$ cat src/rssi_average_percent_defines.svh
// Assertion macros shared by the signal-strength meter.
// Standalone header; the files that check themselves include it.
`ifndef RSSI_AVERAGE_PERCENT_DEFINES_SVH
`define RSSI_AVERAGE_PERCENT_DEFINES_SVH

// Same-cycle implication, sampled on clk and quiet while rst is high.
`define RSSIAP_ASSERT_NOW(label, ante, cons, msg) \
  label: assert property (@(posedge clk) disable iff (rst) (ante) |-> (cons)) \
    else $error(msg);

// Next-cycle implication, sampled on clk and quiet while rst is high.
`define RSSIAP_ASSERT_NEXT(label, ante, cons, msg) \
  label: assert property (@(posedge clk) disable iff (rst) (ante) |=> (cons)) \
    else $error(msg);

`endif

$ cat src/rssiap_pkg.sv
// Shared types and constants of the signal-strength meter.
// No dependencies; the controller, datapath and top level refer to it by scoped names.
`timescale 1ns / 1ps

package rssiap_pkg;

  localparam int FILTER_DEPTH_DEF = 4;
  localparam int SAMPLE_BITS_DEF  = 12;

  // Percentage format: unsigned Q7.8
  localparam int PCT_W = 15;
  localparam logic [PCT_W-1:0] PCT_LIMIT_Q8 = 15'd25344;
  localparam int PCT_SCALE = 25600;  // 100 in Q8
  localparam int SAT_LHS   = 100;
  localparam int SAT_RHS   = 99;

  // Configuration register indexes
  localparam int CFG_INDEX_BITS = 2;
  localparam logic [CFG_INDEX_BITS-1:0] CFG_MIN_RX0 = 2'd0;
  localparam logic [CFG_INDEX_BITS-1:0] CFG_MAX_RX0 = 2'd1;
  localparam logic [CFG_INDEX_BITS-1:0] CFG_MIN_RX1 = 2'd2;
  localparam logic [CFG_INDEX_BITS-1:0] CFG_MAX_RX1 = 2'd3;

  typedef struct packed {
    logic capture;   // latch the incoming word
    logic update;    // write ring, update sum
    logic mean;      // take the truncated mean of the ring
    logic div_step;  // one divider iteration
    logic scale;     // form offset and span from the mean
    logic mult;      // form scaled numerator and saturation terms
    logic load_pct;  // load divider for the percentage
    logic set_zero;  // result is zero
    logic set_sat;   // result saturates
    logic load_out;  // fill the output register
  } cmd_t;

  typedef struct packed {
    logic div_last;
    logic zero_case;
    logic sat_case;
    logic out_free;
  } status_t;

endpackage

$ cat src/rssiap_div.sv
// Restoring divider, one quotient bit per cycle while step is high.
// Uses rssiap_pkg for nothing; stands alone.
`timescale 1ns / 1ps

module rssiap_div #(
  parameter int REM_W = 12,
  parameter int QW    = 15,
  parameter int CNT_W = $clog2(QW + 1)
) (
  input  logic             clk,
  input  logic             rst,
  input  logic             load,
  input  logic             step,
  input  logic [REM_W-1:0] rem_init,
  input  logic [QW-1:0]    num_init,
  input  logic [REM_W-1:0] den,
  input  logic [CNT_W-1:0] iters,
  output logic [QW-1:0]    quot,
  output logic             last
);

  logic [REM_W-1:0] rem;
  logic [QW-1:0]    num;
  logic [REM_W-1:0] divisor;
  logic [CNT_W-1:0] cnt;
  logic [REM_W:0]   trial;
  logic             qbit;

  assign trial = {rem, num[QW-1]} - {1'b0, divisor};
  assign qbit  = ~trial[REM_W];
  assign last  = (cnt == CNT_W'(1));

  always_ff @(posedge clk) begin
    if (rst) begin
      cnt <= '0;
    end else if (load) begin
      cnt <= iters;
    end else if (step && cnt != '0) begin
      cnt <= cnt - CNT_W'(1);
    end
  end

  always_ff @(posedge clk) begin
    if (load) begin
      rem     <= rem_init;
      num     <= num_init;
      divisor <= den;
      quot    <= '0;
    end else if (step) begin
      rem  <= qbit ? trial[REM_W-1:0] : {rem[REM_W-2:0], num[QW-1]};
      num  <= {num[QW-2:0], 1'b0};
      quot <= {quot[QW-2:0], qbit};
    end
  end

endmodule

$ cat src/rssiap_datapath.sv
// Datapath: calibration registers, sample rings, running sums, scaling and output register.
// Depends on rssiap_pkg and rssiap_div.
`timescale 1ns / 1ps

module rssiap_datapath #(
  parameter int FILTER_DEPTH = rssiap_pkg::FILTER_DEPTH_DEF,
  parameter int SAMPLE_BITS  = rssiap_pkg::SAMPLE_BITS_DEF
) (
  input  logic                                clk,
  input  logic                                rst,
  input  rssiap_pkg::cmd_t                    cmd,
  output rssiap_pkg::status_t                 status,
  input  logic                                cfg_we,
  input  logic [rssiap_pkg::CFG_INDEX_BITS-1:0] cfg_index,
  input  logic [SAMPLE_BITS-1:0]              cfg_data,
  input  logic [SAMPLE_BITS-1:0]              level_sample,
  input  logic                                receiver_sel,
  input  logic                                out_ready,
  output logic                                out_valid,
  output logic [rssiap_pkg::PCT_W-1:0]        percent_q8,
  output logic [SAMPLE_BITS-1:0]              filtered_level,
  output logic                                receiver_tag
);

  localparam int SB      = SAMPLE_BITS;
  localparam int PW      = rssiap_pkg::PCT_W;
  localparam int SLOT_W  = $clog2(FILTER_DEPTH);
  localparam int SUM_W   = SB + SLOT_W;
  localparam int NUM_W   = SB + PW;
  localparam int PROD_W  = SB + 7;
  localparam int CNT_W   = $clog2(PW + 1);
  // Mean by reciprocal multiplication, exact for every sum below 2**SUM_W
  localparam int MEAN_SH = SUM_W + SLOT_W;
  localparam int RECIP   = ((1 << MEAN_SH) + FILTER_DEPTH - 1) / FILTER_DEPTH;
  localparam int MPROD_W = 2 * SUM_W + 1;

  // Calibration
  logic [SB-1:0] cal_min_rx0, cal_max_rx0, cal_min_rx1, cal_max_rx1;

  always_ff @(posedge clk) begin
    if (rst) begin
      cal_min_rx0 <= '0;
      cal_max_rx0 <= '1;
      cal_min_rx1 <= '0;
      cal_max_rx1 <= '1;
    end else if (cfg_we) begin
      unique case (cfg_index)
        rssiap_pkg::CFG_MIN_RX0: cal_min_rx0 <= cfg_data;
        rssiap_pkg::CFG_MAX_RX0: cal_max_rx0 <= cfg_data;
        rssiap_pkg::CFG_MIN_RX1: cal_min_rx1 <= cfg_data;
        rssiap_pkg::CFG_MAX_RX1: cal_max_rx1 <= cfg_data;
        default: ;
      endcase
    end
  end

  // Captured word
  logic [SB-1:0] sample_r;
  logic          sel_r;

  always_ff @(posedge clk) begin
    if (cmd.capture) begin
      sample_r <= level_sample;
      sel_r    <= receiver_sel;
    end
  end

  logic [SB-1:0] lo, hi;
  assign lo = sel_r ? cal_min_rx1 : cal_min_rx0;
  assign hi = sel_r ? cal_max_rx1 : cal_max_rx0;

  // Rings and running sums
  logic [SB-1:0]     ring [2][FILTER_DEPTH];
  logic [SLOT_W-1:0] slot [2];
  logic [SUM_W-1:0]  sums [2];
  logic [SB-1:0]     oldest;
  logic [SUM_W-1:0]  sum_new;

  assign oldest  = ring[sel_r][slot[sel_r]];
  assign sum_new = sums[sel_r] - SUM_W'(oldest) + SUM_W'(sample_r);

  always_ff @(posedge clk) begin
    if (rst) begin
      for (int r = 0; r < 2; r++) begin
        slot[r] <= '0;
        sums[r] <= '0;
        for (int i = 0; i < FILTER_DEPTH; i++) begin
          ring[r][i] <= '0;
        end
      end
    end else if (cmd.update) begin
      ring[sel_r][slot[sel_r]] <= sample_r;
      sums[sel_r]              <= sum_new;
      slot[sel_r] <= (slot[sel_r] == SLOT_W'(FILTER_DEPTH - 1)) ? '0
                                                               : slot[sel_r] + SLOT_W'(1);
    end
  end

  // Mean of the updated ring
  logic [MPROD_W-1:0] mean_prod;
  assign mean_prod = MPROD_W'(sums[sel_r]) * MPROD_W'(RECIP);

  // Scaling
  logic [SB-1:0]     level, diff, span;
  logic              zero_r;
  logic [PROD_W-1:0] lhs, rhs;
  logic [NUM_W-1:0]  num;
  logic [PW-1:0]     pct_fixed;
  logic              use_div;

  // Percentage divider
  logic [PW-1:0] quot;
  logic          div_last;
  logic [SB-1:0] rem_init;
  logic [PW-1:0] num_init;

  assign rem_init = num[NUM_W-1:PW];
  assign num_init = num[PW-1:0];

  rssiap_div #(
    .REM_W (SB),
    .QW    (PW),
    .CNT_W (CNT_W)
  ) u_div (
    .clk      (clk),
    .rst      (rst),
    .load     (cmd.load_pct),
    .step     (cmd.div_step),
    .rem_init (rem_init),
    .num_init (num_init),
    .den      (span),
    .iters    (CNT_W'(PW)),
    .quot     (quot),
    .last     (div_last)
  );

  always_ff @(posedge clk) begin
    if (cmd.mean) begin
      level <= mean_prod[MEAN_SH +: SB];
    end
    if (cmd.scale) begin
      diff   <= level - lo;
      span   <= hi - lo;
      zero_r <= (hi <= lo) || (level < lo);
    end
    if (cmd.mult) begin
      num <= NUM_W'(diff) * NUM_W'(rssiap_pkg::PCT_SCALE);
      lhs <= PROD_W'(diff) * PROD_W'(rssiap_pkg::SAT_LHS);
      rhs <= PROD_W'(span) * PROD_W'(rssiap_pkg::SAT_RHS);
    end
    if (cmd.set_zero) begin
      pct_fixed <= '0;
      use_div   <= 1'b0;
    end else if (cmd.set_sat) begin
      pct_fixed <= rssiap_pkg::PCT_LIMIT_Q8;
      use_div   <= 1'b0;
    end else if (cmd.load_pct) begin
      use_div   <= 1'b1;
    end
  end

  // Output register
  always_ff @(posedge clk) begin
    if (rst) begin
      out_valid <= 1'b0;
    end else if (cmd.load_out) begin
      out_valid <= 1'b1;
    end else if (out_ready) begin
      out_valid <= 1'b0;
    end
  end

  always_ff @(posedge clk) begin
    if (cmd.load_out) begin
      percent_q8     <= use_div ? quot : pct_fixed;
      filtered_level <= level;
      receiver_tag   <= sel_r;
    end
  end

  assign status.div_last  = div_last;
  assign status.zero_case = zero_r;
  assign status.sat_case  = (lhs >= rhs);
  assign status.out_free  = ~out_valid | out_ready;

endmodule

$ cat src/rssiap_ctrl.sv
// Sequencer of the signal-strength meter.
// Depends on rssiap_pkg for the command and status structs.
`timescale 1ns / 1ps

module rssiap_ctrl (
  input  logic                clk,
  input  logic                rst,
  input  logic                in_valid,
  output logic                in_ready,
  input  rssiap_pkg::status_t status,
  output rssiap_pkg::cmd_t    cmd
);

  typedef enum logic [7:0] {
    ST_IDLE   = 8'b0000_0001,
    ST_UPDATE = 8'b0000_0010,
    ST_MEAN   = 8'b0000_0100,
    ST_SCALE  = 8'b0000_1000,
    ST_MULT   = 8'b0001_0000,
    ST_CHECK  = 8'b0010_0000,
    ST_PCT    = 8'b0100_0000,
    ST_DONE   = 8'b1000_0000
  } state_t;

  state_t state, state_next;

  always_ff @(posedge clk) begin
    if (rst) begin
      state <= ST_IDLE;
    end else begin
      state <= state_next;
    end
  end

  assign in_ready = (state == ST_IDLE);

  always_comb begin
    cmd        = '0;
    state_next = state;
    unique case (state)
      ST_IDLE: begin
        if (in_valid) begin
          cmd.capture = 1'b1;
          state_next  = ST_UPDATE;
        end
      end
      ST_UPDATE: begin
        cmd.update = 1'b1;
        state_next = ST_MEAN;
      end
      ST_MEAN: begin
        cmd.mean   = 1'b1;
        state_next = ST_SCALE;
      end
      ST_SCALE: begin
        cmd.scale  = 1'b1;
        state_next = ST_MULT;
      end
      ST_MULT: begin
        cmd.mult   = 1'b1;
        state_next = ST_CHECK;
      end
      ST_CHECK: begin
        if (status.zero_case) begin
          cmd.set_zero = 1'b1;
          state_next   = ST_DONE;
        end else if (status.sat_case) begin
          cmd.set_sat = 1'b1;
          state_next  = ST_DONE;
        end else begin
          cmd.load_pct = 1'b1;
          state_next   = ST_PCT;
        end
      end
      ST_PCT: begin
        cmd.div_step = 1'b1;
        if (status.div_last) state_next = ST_DONE;
      end
      ST_DONE: begin
        if (status.out_free) begin
          cmd.load_out = 1'b1;
          state_next   = ST_IDLE;
        end
      end
      default: state_next = ST_IDLE;
    endcase
  end

endmodule

$ cat src/rssi_average_percent.sv
// Two-receiver signal-strength meter: moving average and calibrated percentage.
// Top level; depends on rssiap_pkg, rssiap_ctrl, rssiap_datapath and the defines header.
//
// Input channel (in_valid/in_ready) takes one word: level_sample and receiver_sel.
// Output channel (out_valid/out_ready) gives one word per input: percent_q8
//   (unsigned Q7.8, clamped to 99.0), filtered_level (truncated ring mean), receiver_tag.
// Configuration: cfg_we writes cfg_data into register cfg_index at that edge
//   (0 min rx0, 1 max rx0, 2 min rx1, 3 max rx1). Write only while no word is in flight.
// Sequence: after the accepting edge come the ring update, mean, scaling, product,
//   check, 15 divider steps for the percentage and the final load, which raises out_valid.
//   An empty span, a level under the floor or a saturated result skips the divider.
// Flow: one word at a time; in_ready rises together with out_valid, so a new word
//   is taken only after the last one has reached the output register.
// Reset: rst (synchronous) clears both rings, sums and slots, sets the floors to 0 and
//   the ceilings to all ones, and empties the output register; in_ready is high at once.
// Stall: hold a result in the output register while out_ready is low; the next word
//   is still accepted and computed and waits in its final load step, and further
//   words are held off until that load.
`timescale 1ns / 1ps
`include "rssi_average_percent_defines.svh"

module rssi_average_percent #(
  parameter int FILTER_DEPTH = rssiap_pkg::FILTER_DEPTH_DEF,
  parameter int SAMPLE_BITS  = rssiap_pkg::SAMPLE_BITS_DEF
) (
  input  logic                                  clk,
  input  logic                                  rst,
  input  logic                                  in_valid,
  output logic                                  in_ready,
  input  logic [SAMPLE_BITS-1:0]                level_sample,
  input  logic                                  receiver_sel,
  output logic                                  out_valid,
  input  logic                                  out_ready,
  output logic [rssiap_pkg::PCT_W-1:0]          percent_q8,
  output logic [SAMPLE_BITS-1:0]                filtered_level,
  output logic                                  receiver_tag,
  input  logic                                  cfg_we,
  input  logic [rssiap_pkg::CFG_INDEX_BITS-1:0] cfg_index,
  input  logic [SAMPLE_BITS-1:0]                cfg_data
);

  rssiap_pkg::cmd_t    cmd;
  rssiap_pkg::status_t status;

  // Sequencer: walks capture, ring update, mean, scaling, product, check, percentage and output load steps
  rssiap_ctrl u_ctrl (
    .clk      (clk),
    .rst      (rst),
    .in_valid (in_valid),
    .in_ready (in_ready),
    .status   (status),
    .cmd      (cmd)
  );

  // Datapath: holds calibration, rings, divider and the output register
  rssiap_datapath #(
    .FILTER_DEPTH (FILTER_DEPTH),
    .SAMPLE_BITS  (SAMPLE_BITS)
  ) u_dp (
    .clk            (clk),
    .rst            (rst),
    .cmd            (cmd),
    .status         (status),
    .cfg_we         (cfg_we),
    .cfg_index      (cfg_index),
    .cfg_data       (cfg_data),
    .level_sample   (level_sample),
    .receiver_sel   (receiver_sel),
    .out_ready      (out_ready),
    .out_valid      (out_valid),
    .percent_q8     (percent_q8),
    .filtered_level (filtered_level),
    .receiver_tag   (receiver_tag)
  );

  // Checks
  logic [1:0] div_cmds;
  logic       pct_ok;
  assign div_cmds = {cmd.load_pct, cmd.div_step};
  assign pct_ok   = (percent_q8 <= rssiap_pkg::PCT_LIMIT_Q8);

  // Hold off new words while one is in flight
  `RSSIAP_ASSERT_NEXT(a_busy_after_accept, in_valid && in_ready, !in_ready, "accepted while busy")
  // Never drive a percentage above the clamp
  `RSSIAP_ASSERT_NOW(a_pct_clamped, out_valid, pct_ok, "percentage above clamp")
  // Divider is loaded or stepped, never both at once
  `RSSIAP_ASSERT_NOW(a_div_cmd_excl, 1'b1, $onehot0(div_cmds), "conflicting divider commands")
  // Load the output register only when it can take a word
  `RSSIAP_ASSERT_NOW(a_out_load_free, cmd.load_out, status.out_free, "output register overrun")

endmodule
$ cat config.mk
export PLATFORM = sky130hd
export DESIGN_NAME = rssi_average_percent
export DESIGN_NICKNAME = d
export VERILOG_FILES = /design/src/rssiap_pkg.sv /design/src/rssiap_div.sv /design/src/rssiap_datapath.sv /design/src/rssiap_ctrl.sv /design/src/rssi_average_percent.sv
export VERILOG_INCLUDE_DIRS = /design/src /design/src/src
export SDC_FILE = /design/constraint.sdc
export NUM_CORES = 1
export LEC_CHECK = 0
export ABC_AREA = 1
export BUFFER_PORTS_ARGS = -buffer_cell sky130_fd_sc_hd__buf_2
export CAP_MARGIN = 20
export CORE_ASPECT_RATIO = 0.5
export CORE_UTILIZATION = 40
export CTS_CLUSTER_DIAMETER = 150
export CTS_CLUSTER_SIZE = 14
export DETAILED_ROUTE_END_ITERATION = 7
export SLEW_MARGIN = 15
export SYNTH_ARGS = -nofsm -noshare
export SYNTH_HDL_FRONTEND = slang
export SYNTH_SLANG_ARGS = --single-unit
$ cat constraint.sdc
create_clock -name clk -period 6.2 [get_ports clk]
set_input_delay 1.24 -clock clk [delete_from_list [all_inputs] [get_ports clk]]
set_output_delay 1.24 -clock clk [all_outputs]
set_load 0.005 [all_outputs]
# Word level (Yosys, flattened, before mapping)
# Memories as Yosys holds them, arrays and structs flattened. A register that Yosys moved wholly into a read port is not among the register bits.
# Index checks and enable logic that the tools add are counted.
totals:
  mem_bits_rw: 128
  mem_count: 3
  register_bits: 247
  in_bits: 32
mem_list:
  columns: ["memory", "words", "word_bits", "read_ports", "rd_clocked_by_memory_dff", "write_ports", "line_no", "text"]
  rows:
  - ["u_dp.ring", 2, 48, 1, 1, 2, "rssiap_datapath.sv:73", "logic [SB-1:0] ring [2][FILTER_DEPTH];"]
  - ["u_dp.sums", 2, 14, 1, 1, 2, "rssiap_datapath.sv:75", "logic [SUM_W-1:0] sums [2];"]
  - ["u_dp.slot", 2, 2, 1, 1, 2, "rssiap_datapath.sv:74", "logic [SLOT_W-1:0] slot [2];"]
op_classes:
  n_addsub: 7
  eq_ne: 16
  n_lt_le_gt_ge: 5
  bitwise: 4
  n_reduce_logical: 17
  muxes: 57
  n_mul: 3
op_table:
  columns: ["operator", "count"]
  rows:
  - ["48-bit two-way mux", 3]
  - ["12-bit two-way mux", 8]
  - ["8-bit case mux with 8 select lines", 1]
  - ["48-bit OR reduction", 1]
  - ["15-bit two-way mux", 3]
  - ["8-bit two-way mux", 5]
  - ["12-bit by 5-bit multiplier with 17-bit output, second input constant", 2]
  - ["1-bit two-way mux", 29]
  - ["12-bit binary-select mux with 2-bit select", 1]
  - ["12-bit demux with 2-bit select", 1]
  - ["12-bit subtractor", 2]
  - ["19-bit >= comparator", 1]
  - ["12-bit by 7-bit multiplier with 19-bit output, second input constant", 1]
  - ["14-bit by 12-bit adder with 14-bit output", 1]
  - ["14-bit two-way mux", 1]
  - ["14-bit OR reduction", 1]
  - ["14-bit by 12-bit subtractor with 14-bit output", 1]
  - ["13-bit by 12-bit subtractor with 13-bit output", 1]
  - ["12-bit less-or-equal comparator", 1]
  - ["12-bit less-than comparator", 1]
  - ["8-bit by 1-bit == test with 1-bit output, second input constant", 1]
  - ["8-bit by 2-bit == test with 1-bit output, second input constant", 1]
  - ["8-bit by 3-bit == test with 1-bit output, second input constant", 1]
  - ["8-bit by 4-bit == test with 1-bit output, second input constant", 1]
  - ["27 further kinds", 40]

# Depth between registers and ports, before layout
depth:
  ltp_word: 8
  depth_mapped: 20
  ltp_nobuf: 19

# Cells and area by module
# From an unflattened synthesis, not the netlist that was laid out.
unflattened:
  cells_unflattened: 2280
  hier_area_um2: 20566.0
modules_own_cells:
  columns: ["mod", "n_inst", "cells_per_inst", "seq_area_each_um2", "area_per_inst_um2"]
  rows:
  - ["rssiap_datapath", 1, 1790, 8308.0, 16729.8]
  - ["rssiap_div", 1, 405, 1551.5, 3271.9]
  - ["rssiap_ctrl", 1, 85, 160.2, 564.3]

# Least setup slack after synthesis
# Ideal clock, no wire load.
synth_path:
  kind: "reg-to-reg"
  from: "register u_ctrl.state[2]"
  to: "register u_ctrl.state[0]"
  arrival_ns: 4.669
  setup_slack_ns: 1.401
  synth_period_minus_slack_ns: 4.799
  path_stages_with_launch: 9
  path_cell_list: "dfxtp_1 -> nor2_4 -> nand2_1 -> nor4_1 -> inv_1 -> nand3_1 -> nor2_1 -> nand2_1 -> nand3_1"
synth_between:
  elab_chain_len: 3
synth_lines:
  columns: ["element", "line_no", "text"]
  rows:
  - ["start, declared", "rssiap_ctrl.sv:25", "state_t state, state_next;"]
  - ["start signal, assigned", "rssiap_ctrl.sv:31", "state <= state_next;"]
  - ["8-bit by 7-bit == test with 1-bit output (tied with other cells)", "rssiap_ctrl.sv:40", "unique case (state)"]
  - ["2-bit by 1-bit inequality test with 1-bit output (no source line) or 2-bit inequality test (tied branches)", null, null]
  - ["3-bit AND reduction (no source line)", null, null]
# Parallel ways exist; a longest one is shown, timed or not.
# A chain may end at the register's enable or synchronous reset.

==> metrics list <==
- Clock-pin slew was measured on the worst setup and hold paths at 0.07 ns.
* Final worst-path cycle share: 68.6%
- Terminus of the critical flop-to-flop path: u_dp.sums[0][10]
- Maximum number of pins on one net before global-route repair: 66
* Estimated wirelength of the detail-placed design: 31500 µm
- Number of cells produced by synthesis: 2059
- Clock latency on the worst-skew pair, taken at its later pin, is 0.59 ns.
- Tightest slew margin relative to the limit: 40.6%
- Port bufs: 61
* Global-route wire length before repair: 68700 µm
* Worst reg-to-reg setup slack: 1.95 ns
- Global route overflow: 0
- The synthesized netlist occupies a cell area of 19400 µm².
* Most numerous cell types in the synthesized netlist: sky130_fd_sc_hd__nand2_1, sky130_fd_sc_hd__edfxtp_1, sky130_fd_sc_hd__inv_1
- Largest buffer count on any clock path: 3
- The worst setup path is of the reg -> reg kind.
* Post-CTS setup repair buffer count: 0
* Avg Vias per Cell: 4.87
* Largest clock skew in the final design: 0.0350 ns
- Adding up every negative setup slack in the final design gives 0 ns.
- In the synthesized netlist the dominant register cell turns out to be sky130_fd_sc_hd__edfxtp_1.
- Weighted congestion reported at the end of routability-driven placement: 0.882
- Of all flip-flops after synthesis, the portion carrying an async set or reset was 0%.
- Global routing used 2.44% of the available met3 tracks.
- STA classifies the critical path endpoint as a flop.
* Multi-input gate area: 8400 µm²
- The flow ran to the end, and the final reports show no timing, DRC or antenna violations.
* Number of synthesized register bits: 350
* Worst EP required: 6.51 ns
- The number of hold violations in the final report is 0.
- Post-cts repair resize count: 0
- Source of the worst hold timing path: u_dp.cal_max_rx1[1]
- VDD sags by at most 0.000231 V.
- After detailed routing, the average wire length per cell comes to 15.4 µm.
- Num rows: 56
- Clock tree synthesis inserted a total of 28 buffers.
- For met2 alone, demand over resource in global routing was 29.0%.
* Static power due to leakage: 9.66 nW
* Worst hold margin: 0.450 ns
- The worst register-to-register path has a depth of 20.
- Clock root buffer: sky130_fd_sc_hd__clkbuf_16
* CTS tree: done
- For met1 alone, demand over resource in global routing was 24.5%.
- Area fraction of the dominant cell type after synthesis: 41.9%
* Post-Route WL: 42600 µm
- Hold/Removal Path Class: reg -> reg
* Detailed-route via count: 13500
- 62 I/O pins were placed.
* Maximum fanout count along the critical path: 62
- H-Tree Depth: 1
* Number of max-capacitance violations reported: 0
* Synth unique cells: 44
- Worst Setup Start Kind: flop
* RSZ-0062 raised after global routing: false
- Layout filler cell count: 4647
- Summing all flip-flop and latch instances after layout gives 9720 µm².
- DR iter-0 viols: 806
- Total count of max-transition violations in the final report: 0
- For this configuration, the core starts out at a cell density of 41.0%.
- Height of the chip: 158 µm
- Worst Tran Pin Value: 0.888 ns
- DRC errors left: 0
* # hold bufs at CTS: 0
- Fraction of final layout cells with drive strength greater than 1: 6.95%
* Data arrival, critical path: 4.57 ns
* Net count of the mapped netlist: 2292
- Area of the core region: 47400 µm²
- Global-route usage over all layers: 17.5%
- The initial antenna violation count is 0.
- The synthesized design contains 271 enable-type register cells.
- Destination of the worst hold path: u_dp.cal_max_rx1[1]
* Global route hottest layer: met2
* Setup violations, final: 0
* Fin crit period: 4.25 ns
* Setup slack at placement: 1.98 ns
- Each instance of the synthesized netlist takes up on average 9.43 µm².
- Number of nets in the finished design: 2340
- The die covers 49500 µm².
* Power per unit of standard cell area: 246 nW/µm²
* Register area share after synthesis: 50.1%
* Count of nets left with antenna violations after detail routing: 0
- By area the synthesized netlist is led by sky130_fd_sc_hd__edfxtp_1, sky130_fd_sc_hd__ha_1, sky130_fd_sc_hd__nand2_1, sky130_fd_sc_hd__dfxtp_1, sky130_fd_sc_hd__inv_1.
- # diodes: 0
- Summing internal, switching and leakage power gives 5.22 mW.
* Hold Path Depth: 2
* Via count of the first global-routing pass: 12900
- The tree built by TritonCTS fans out to 350 sinks.
- From left edge to right edge, the die measures 314 µm.
* Worst-case setup margin in the final layout: 1.95 ns
* Total of warnings raised by yosys: 0
- Maximum clock frequency: 235 MHz
- The first detailed-routing pass ran for 7 iterations.
- From synthesis to final layout, the design area changed by 9.11%.
* Most numerous cell in the Yosys netlist: sky130_fd_sc_hd__nand2_1
* Cell type with the largest total area after synthesis: sky130_fd_sc_hd__edfxtp_1
-- through the flow --
step | utilization (%) | cells | instance area (µm²)
CTS | 44.7 | 2767 | 21200
finish | 44.7 | 2767 | 21200
floorplan | - | 2059 | 19400
global route | 44.7 | 2767 | 21200
detailed placement | 43.0 | 2715 | 20400
global placement | 43.0 | 2714 | 20400
-- final cells by class --
type	instances	area share (%)
flip-flops and latches	350	45.9
multi-input cells	1373	39.7
clock buffers	51	3.72
well taps	638	3.77
repair buffers	74	1.90
clock inverters	1	0.0768
inverters	280	4.96
-- per-layer routing --
metal,wire (µm),up-vias
met5,0,-
met4,762,0
met3,1940,50
met2,19400,253
met1,20400,6272
li1,-,6904
-- flip-flops by register name, indices dropped and copies added (netlist names), 4 cells and up, named ones only --
register	count
u_dp.lhs	17
u_dp.cal_min_rx1	12
u_dp.sample_r	12
u_dp.u_div.quot	15
u_dp.slot	4
u_dp.sums	28
u_dp.level	12
u_dp.cal_max_rx1	12
u_dp.u_div.cnt	4
u_dp.ring	96
u_dp.u_div.rem	12
u_dp.filtered_level	12
u_dp.percent_q8	15
u_ctrl.state	8
u_dp.cal_min_rx0	12
u_dp.diff	12
u_dp.u_div.num	5
u_dp.rhs	19
u_dp.span	12
u_dp.cal_max_rx0	12
u_dp.u_div.divisor	12
-- power by group --
part / switching, mW / total, mW / internal (mW)
Clock: 0.827 / 1.68 / 0.854
Sequential: 0.0276 / 2.62 / 2.59
Combinational: 0.597 / 0.917 / 0.320
-- worst max path at each step --
stage / startpoint / to / slack, ns / cells past startpoint
finish: flop / u_dp.sums[0][10] / 1.95 / 20
CTS: flop / u_dp.sums[0][10] / 1.96 / 16
global route: flop / u_dp.sums[0][10] / 1.54 / 19
floorplan: u_ctrl.state[2] / u_ctrl.state[0] / 1.40 / 8
detailed placement: flop / u_dp.sums[0][11] / 1.98 / 19
global placement: flop / u_dp.sums[0][11] / 2.02 / 19
-- placed cells by master, fill, tap and decap left out, drive strengths merged, types with 12 or more instances in the layout --
master,instances
nand4,17
a21oi,71
ha,167
a31oi,17
nand3,119
xnor2,21
o21ai,82
inv,278
nand2,502
nor3,22
a32o,12
fa,34
edfxtp,271
buf,74
nor2,199
xor2,48
dfxtp,79
mux2i,12
clkbuf,51
or2,15
-- logic make-up (layout without fill, tap and decap cells) --
| group | Yosys count | in the layout | share of synthesized area (%) |
|---|---|---|---|
| adders and majority gates | 201 | 201 | 14.3 |
| AOI/OAI and AO/OA | 204 | 204 | 6.05 |
| buffers and inverters | 336 | 406 | 6.72 |
| xor gates and xnor gates | 69 | 69 | 3.11 |
| DFF | 350 | 350 | 50.1 |
| and+or+nand+nor | 887 | 887 | 19.2 |
| muxes | 12 | 12 | 0.619 |
-- critical path, stage by stage (launching register included) --
cell	delay, ns
sky130_fd_sc_hd__dfxtp_2	0.34
sky130_fd_sc_hd__inv_2	0.03
sky130_fd_sc_hd__buf_4	0.29
sky130_fd_sc_hd__nand2_1	0.12
sky130_fd_sc_hd__nand2_1	0.06
sky130_fd_sc_hd__buf_4	0.23
sky130_fd_sc_hd__inv_1	0.58
sky130_fd_sc_hd__nand3_1	0.15
sky130_fd_sc_hd__a32o_1	0.32
sky130_fd_sc_hd__ha_1	0.28
sky130_fd_sc_hd__inv_1	0.06
sky130_fd_sc_hd__ha_1	0.21
sky130_fd_sc_hd__inv_1	0.08
sky130_fd_sc_hd__fa_1	0.39
sky130_fd_sc_hd__inv_1	0.09
sky130_fd_sc_hd__nand3_1	0.06
sky130_fd_sc_hd__nand2_1	0.13
sky130_fd_sc_hd__a21oi_1	0.11
sky130_fd_sc_hd__o21bai_1	0.17
sky130_fd_sc_hd__xor2_1	0.19
sky130_fd_sc_hd__nor2_1	0.06
Power figures use the tool's default switching activity.
